File: config.mk
export PLATFORM = sky130hd
export DESIGN_NAME = abt_cfg_regs
export DESIGN_NICKNAME = d
export VERILOG_FILES = /design/src/hw/rtl/abt_pkg.sv /design/src/hw/rtl/abt_cfg_regs.sv
export SDC_FILE = /design/constraint.sdc
export NUM_CORES = 1
export LEC_CHECK = 0
export BUFFER_PORTS_ARGS = -buffer_cell sky130_fd_sc_hd__buf_2
export CAP_MARGIN = 25
export CORE_MARGIN = 1
export CORE_UTILIZATION = 45
export DETAILED_ROUTE_END_ITERATION = 10
export GPL_TIMING_DRIVEN = 0
export HOLD_SLACK_MARGIN = 0.03
export PLACE_DENSITY = 0.77
export SLEW_MARGIN = 20
export SYNTH_ARGS = -nofsm -noshare
export SYNTH_HDL_FRONTEND = slang
export SYNTH_SLANG_ARGS = --single-unit
export TNS_END_PERCENT = 5
File: constraint.sdc
create_clock -name clk_i -period 0.9 [get_ports clk_i]
set_input_delay 0.045 -clock clk_i [delete_from_list [all_inputs] [get_ports clk_i]]
set_output_delay 0.045 -clock clk_i [all_outputs]
set_load 0.02 [all_outputs]
File: src/hw/rtl/abt_pkg.sv
`default_nettype none

package abt_pkg;

  localparam int unsigned CoordW  = 32;
  localparam int unsigned CoefW   = 16;
  localparam int unsigned RowW    = 3 * CoefW;
  localparam int unsigned ProdW   = CoefW + CoordW;
  localparam int unsigned SumW    = ProdW + 2;
  localparam int unsigned FracDrop = 12;
  localparam int unsigned RndW    = SumW - FracDrop;
  localparam int unsigned SqW     = 32;
  localparam int unsigned MinorW  = 2 * CoefW + 1;
  localparam int unsigned DetW    = CoefW + MinorW + 2;
  localparam int unsigned CfgIdxW = 3;

  // Column squared length limits in units of 2^-24 (0.999 and 1.001).
  localparam logic [SqW-1:0] SqLowLimit  = 32'd16760439;
  localparam logic [SqW-1:0] SqHighLimit = 32'd16793993;

  // Identity matrix in Q4.12 as reset values of the three rows.
  localparam logic [RowW-1:0] RowXReset = 48'h0000_0000_1000;
  localparam logic [RowW-1:0] RowYReset = 48'h0000_1000_0000;
  localparam logic [RowW-1:0] RowZReset = 48'h1000_0000_0000;

  typedef enum logic [CfgIdxW-1:0] {
    CFG_ROW_X   = 3'd0,
    CFG_ROW_Y   = 3'd1,
    CFG_ROW_Z   = 3'd2,
    CFG_SHIFT_X = 3'd3,
    CFG_SHIFT_Y = 3'd4,
    CFG_SHIFT_Z = 3'd5
  } cfg_idx_e;

  typedef logic signed [CoefW-1:0]  coef_t;
  typedef logic signed [CoordW-1:0] coord_t;

  typedef struct packed {
    logic [2:0][RowW-1:0]   rows;
    logic [2:0][CoordW-1:0] shifts;
  } abt_cfg_t;

  // Register enables of the four pipeline stages.
  typedef struct packed {
    logic s1;
    logic s2;
    logic s3;
    logic s4;
  } abt_en_t;

  function automatic coef_t coef(input logic [RowW-1:0] row, input logic [1:0] col);
    coef_t c;
    c = coef_t'(row[CoefW*col +: CoefW]);
    return c;
  endfunction

endpackage

`default_nettype wire

File: src/hw/rtl/abt_cfg_regs.sv
`default_nettype none

module abt_cfg_regs (
  input  wire logic                         clk_i,
  input  wire logic                         rst_ni,
  input  wire logic                         cfg_we_i,
  input  wire logic [abt_pkg::CfgIdxW-1:0]  cfg_idx_i,
  input  wire logic [abt_pkg::RowW-1:0]     cfg_data_i,
  output abt_pkg::abt_cfg_t                 cfg_o
);
  import abt_pkg::*;

  abt_cfg_t cfg_q;

  always_ff @(posedge clk_i or negedge rst_ni) begin
    if (!rst_ni) begin
      cfg_q.rows[0]   <= RowXReset;
      cfg_q.rows[1]   <= RowYReset;
      cfg_q.rows[2]   <= RowZReset;
      cfg_q.shifts[0] <= '0;
      cfg_q.shifts[1] <= '0;
      cfg_q.shifts[2] <= '0;
    end else if (cfg_we_i) begin
      unique case (cfg_idx_e'(cfg_idx_i))
        CFG_ROW_X:   cfg_q.rows[0]   <= cfg_data_i;
        CFG_ROW_Y:   cfg_q.rows[1]   <= cfg_data_i;
        CFG_ROW_Z:   cfg_q.rows[2]   <= cfg_data_i;
        CFG_SHIFT_X: cfg_q.shifts[0] <= cfg_data_i[CoordW-1:0];
        CFG_SHIFT_Y: cfg_q.shifts[1] <= cfg_data_i[CoordW-1:0];
        CFG_SHIFT_Z: cfg_q.shifts[2] <= cfg_data_i[CoordW-1:0];
        default: ;
      endcase
    end
  end

  assign cfg_o = cfg_q;

endmodule

`default_nettype wire

==> reports/metrics.yaml <==
cells_and_area:
  finalNetCount: 959
  fin_cells: 1189
  final_cell_mix: "dfrtp_1 (237), buf_2 (175), mux2_2 (150), buf_6 (137), mux2_4 (51)"
  antenna_cells: 0
  final.fill_count: 1291
  fin_util: 0.682
  regArea_um2: 6010
  syn_to_final_growth_pct: 47.1
  final_area_um2: 13400
  multi_input_area_um2: 2970
  largest_reg_flops: 240
  final_common_cell: "dfrtp_1"
  drive_above_1_share: 0.641
worst_setup_path:
  cp_max_fo: 2
  worstSetupStartpointType: "flop"
  required_ns: 0.85
  critPathArrivalTime_ns: 1.18
  endpoint_kind: "output pin"
  critical_path_class: "reg -> out"
  critical_path.top_delay_family: "flip-flops"
  cp_cell_sequence: "buf_6"
  critPathBufInv: 1
  slowest_delay_ns: 0.55
  slowest_stage: "dfstp_2"
clock_tree:
  cts.sinks: 240
  htreeDepth: 1
  clock-root-buffer: "clkbuf_16"
  cts_buffers: 25
  cts_tree: "built"
  clk_path_buf_depth: 3
  clock_latency_ns: 0.51
  holdBufCountCts: 49
  clk_pin_slew_worst_paths_ns: 0.06
worst_hold_path:
  hold_path_class: "in -> async"
routing:
  drc: 0
  viasPerCell: 5.06
  drt-initial-drc-count: 147
  vias: 6020
  routed_wl_mm: 25.6
  drt-pass1-iter-count: 4
  postRouteAntennaNets: 0
  wl_per_cell_um: 21.5
power:
  max-vdd-ir-drop_v: 0.00160
  power_mw: 37.0
  p_per_area_nw_per_um2: 2760
  p_leak_nw: 6.39
timing:
  max_freq_ghz: 0.815
  totalNegativeSetupSlack_ns: -48.29
  hold_viol: 51
  finalSetupViolations: 262
  drv_slew: 0
  rsz0062_at_grt: "true"
  slew_headroom: 0.669
  period_share: 1.36
  min_period_ns: 1.23
  holdWs_ns: -0.341
  finalClockSkew_ns: 0
  fin_ws_ns: -0.326
  tightest_slew_ns: 0.496
floorplanning:
  die_h_um: 144
  ios: 294
  fp.dieArea_um2: 20800
  core_area_um2: 19700
  initial_core_util: 0.464
  rows: 51
  die-width_um: 144
synthesis:
  ys_ff_latch: 240
  ys_seq_area_frac: 0.659
  synth_cell_types: 12
  synth.area.top_cells: "dfrtp_1 (65%), mux2_2 (19%), mux2_4 (6.6%)"
  ys_warn_count: 0
  syn_inst: 511
  netlist.top_cell.by_area: "dfrtp_1"
  synth_top_area_share: 0.651
  postSynthAreaPerCell_um2: 17.8
  syn_area_um2: 9110
  synth_fp_nets: 565
place:
  hpwl_mm: 14.8
  place.gp.congestion: 0.729
  pre_cts_ws_ns: -0.546
  io_buffers: 293
  placedCellCount: 1071
  placed_area_um2: 11000
global_route:
  grt_pass1_vias: 6202
  grt_first_pass_wirelength_mm: 35.0
  grt_overflow: 0
  track_usage: 0.221
  antenna_found_initial: 1
  grt_max_degree: 102
run_status:
  violations: "negative hold slack, negative setup slack"
  status: "finished, violations left"
run:
  max_cap_viol_count: 0
where the power goes:
part	internal [mW]	switching (mW)	total [mW]	leakage, nW
clock	6.60	4.28	10.9	0.423
sequential	13.2	1.63	14.8	2.88
combinational	5.61	5.71	11.3	3.09
timing repair:
item | in CTS | in global routing
buffers inserted | 7 | 16
gates resized for setup | 131 | 152
endpoints found under the hold margin | 478 | 51
pin swaps | 1 | 1
cloned | 0 | 0
endpoints found under the setup margin | 248 | 522
final timing paths:
kind / start / to / slack (ns) / cells after the start
setup / recovery: cfg_o[236] / cfg_o[236] / -0.33 / 1
hold / removal: rst_ni / cfg_o[106] / -0.34 / 2
setup reg to reg: cfg_o[235] / cfg_o[235] / -0.10 / 3
hold reg to reg: cfg_o[52] / cfg_o[52] / 0.48 / 1
max in group asynchronous: rst_ni / cfg_o[172] / 0.45 / 3
min in group clk_i: cfg_we_i / cfg_o[95] / 0.15 / 3
final cells by class:
type                       instances  area share
sequential                       240       0.448
buffer                            25      0.0165
multi-input combinational        246       0.221
clock inverter                    13      0.0132
tap                              265      0.0247
clock buffer                      33      0.0519
timing repair buffer             367       0.224
cell usage after synthesis:
library cell	n
buf_6	8
mux2_1	50
and4bb_1	2
dfrtp_1	237
buf_2	13
buf_4	4
mux2_4	40
nor4bb_1	1
mux2_2	150
nor4b_2	1
dfstp_2	3
nand4b_1	2
logic make-up (layout without fill, tap and decap cells):
group	count (synthesis)	count (layout)	synth area share
buffers and inverters	25	438	0.0203
flip-flops	240	240	0.659
multiplexers	240	240	0.313
AND/OR/NAND/NOR	6	6	0.00741
metal layers:
| metal | wire, um | vias up | global-route usage |
|---|---|---|---|
| met5 | 13 | - | 0 |
| met4 | 681 | 2 | 0.0659 |
| met3 | 2040 | 54 | 0.0613 |
| met2 | 12900 | 265 | 0.389 |
| met1 | 9970 | 3096 | 0.263 |
| li1 | - | 2603 | - |
Note: power is estimated with default switching activity, not from simulation.
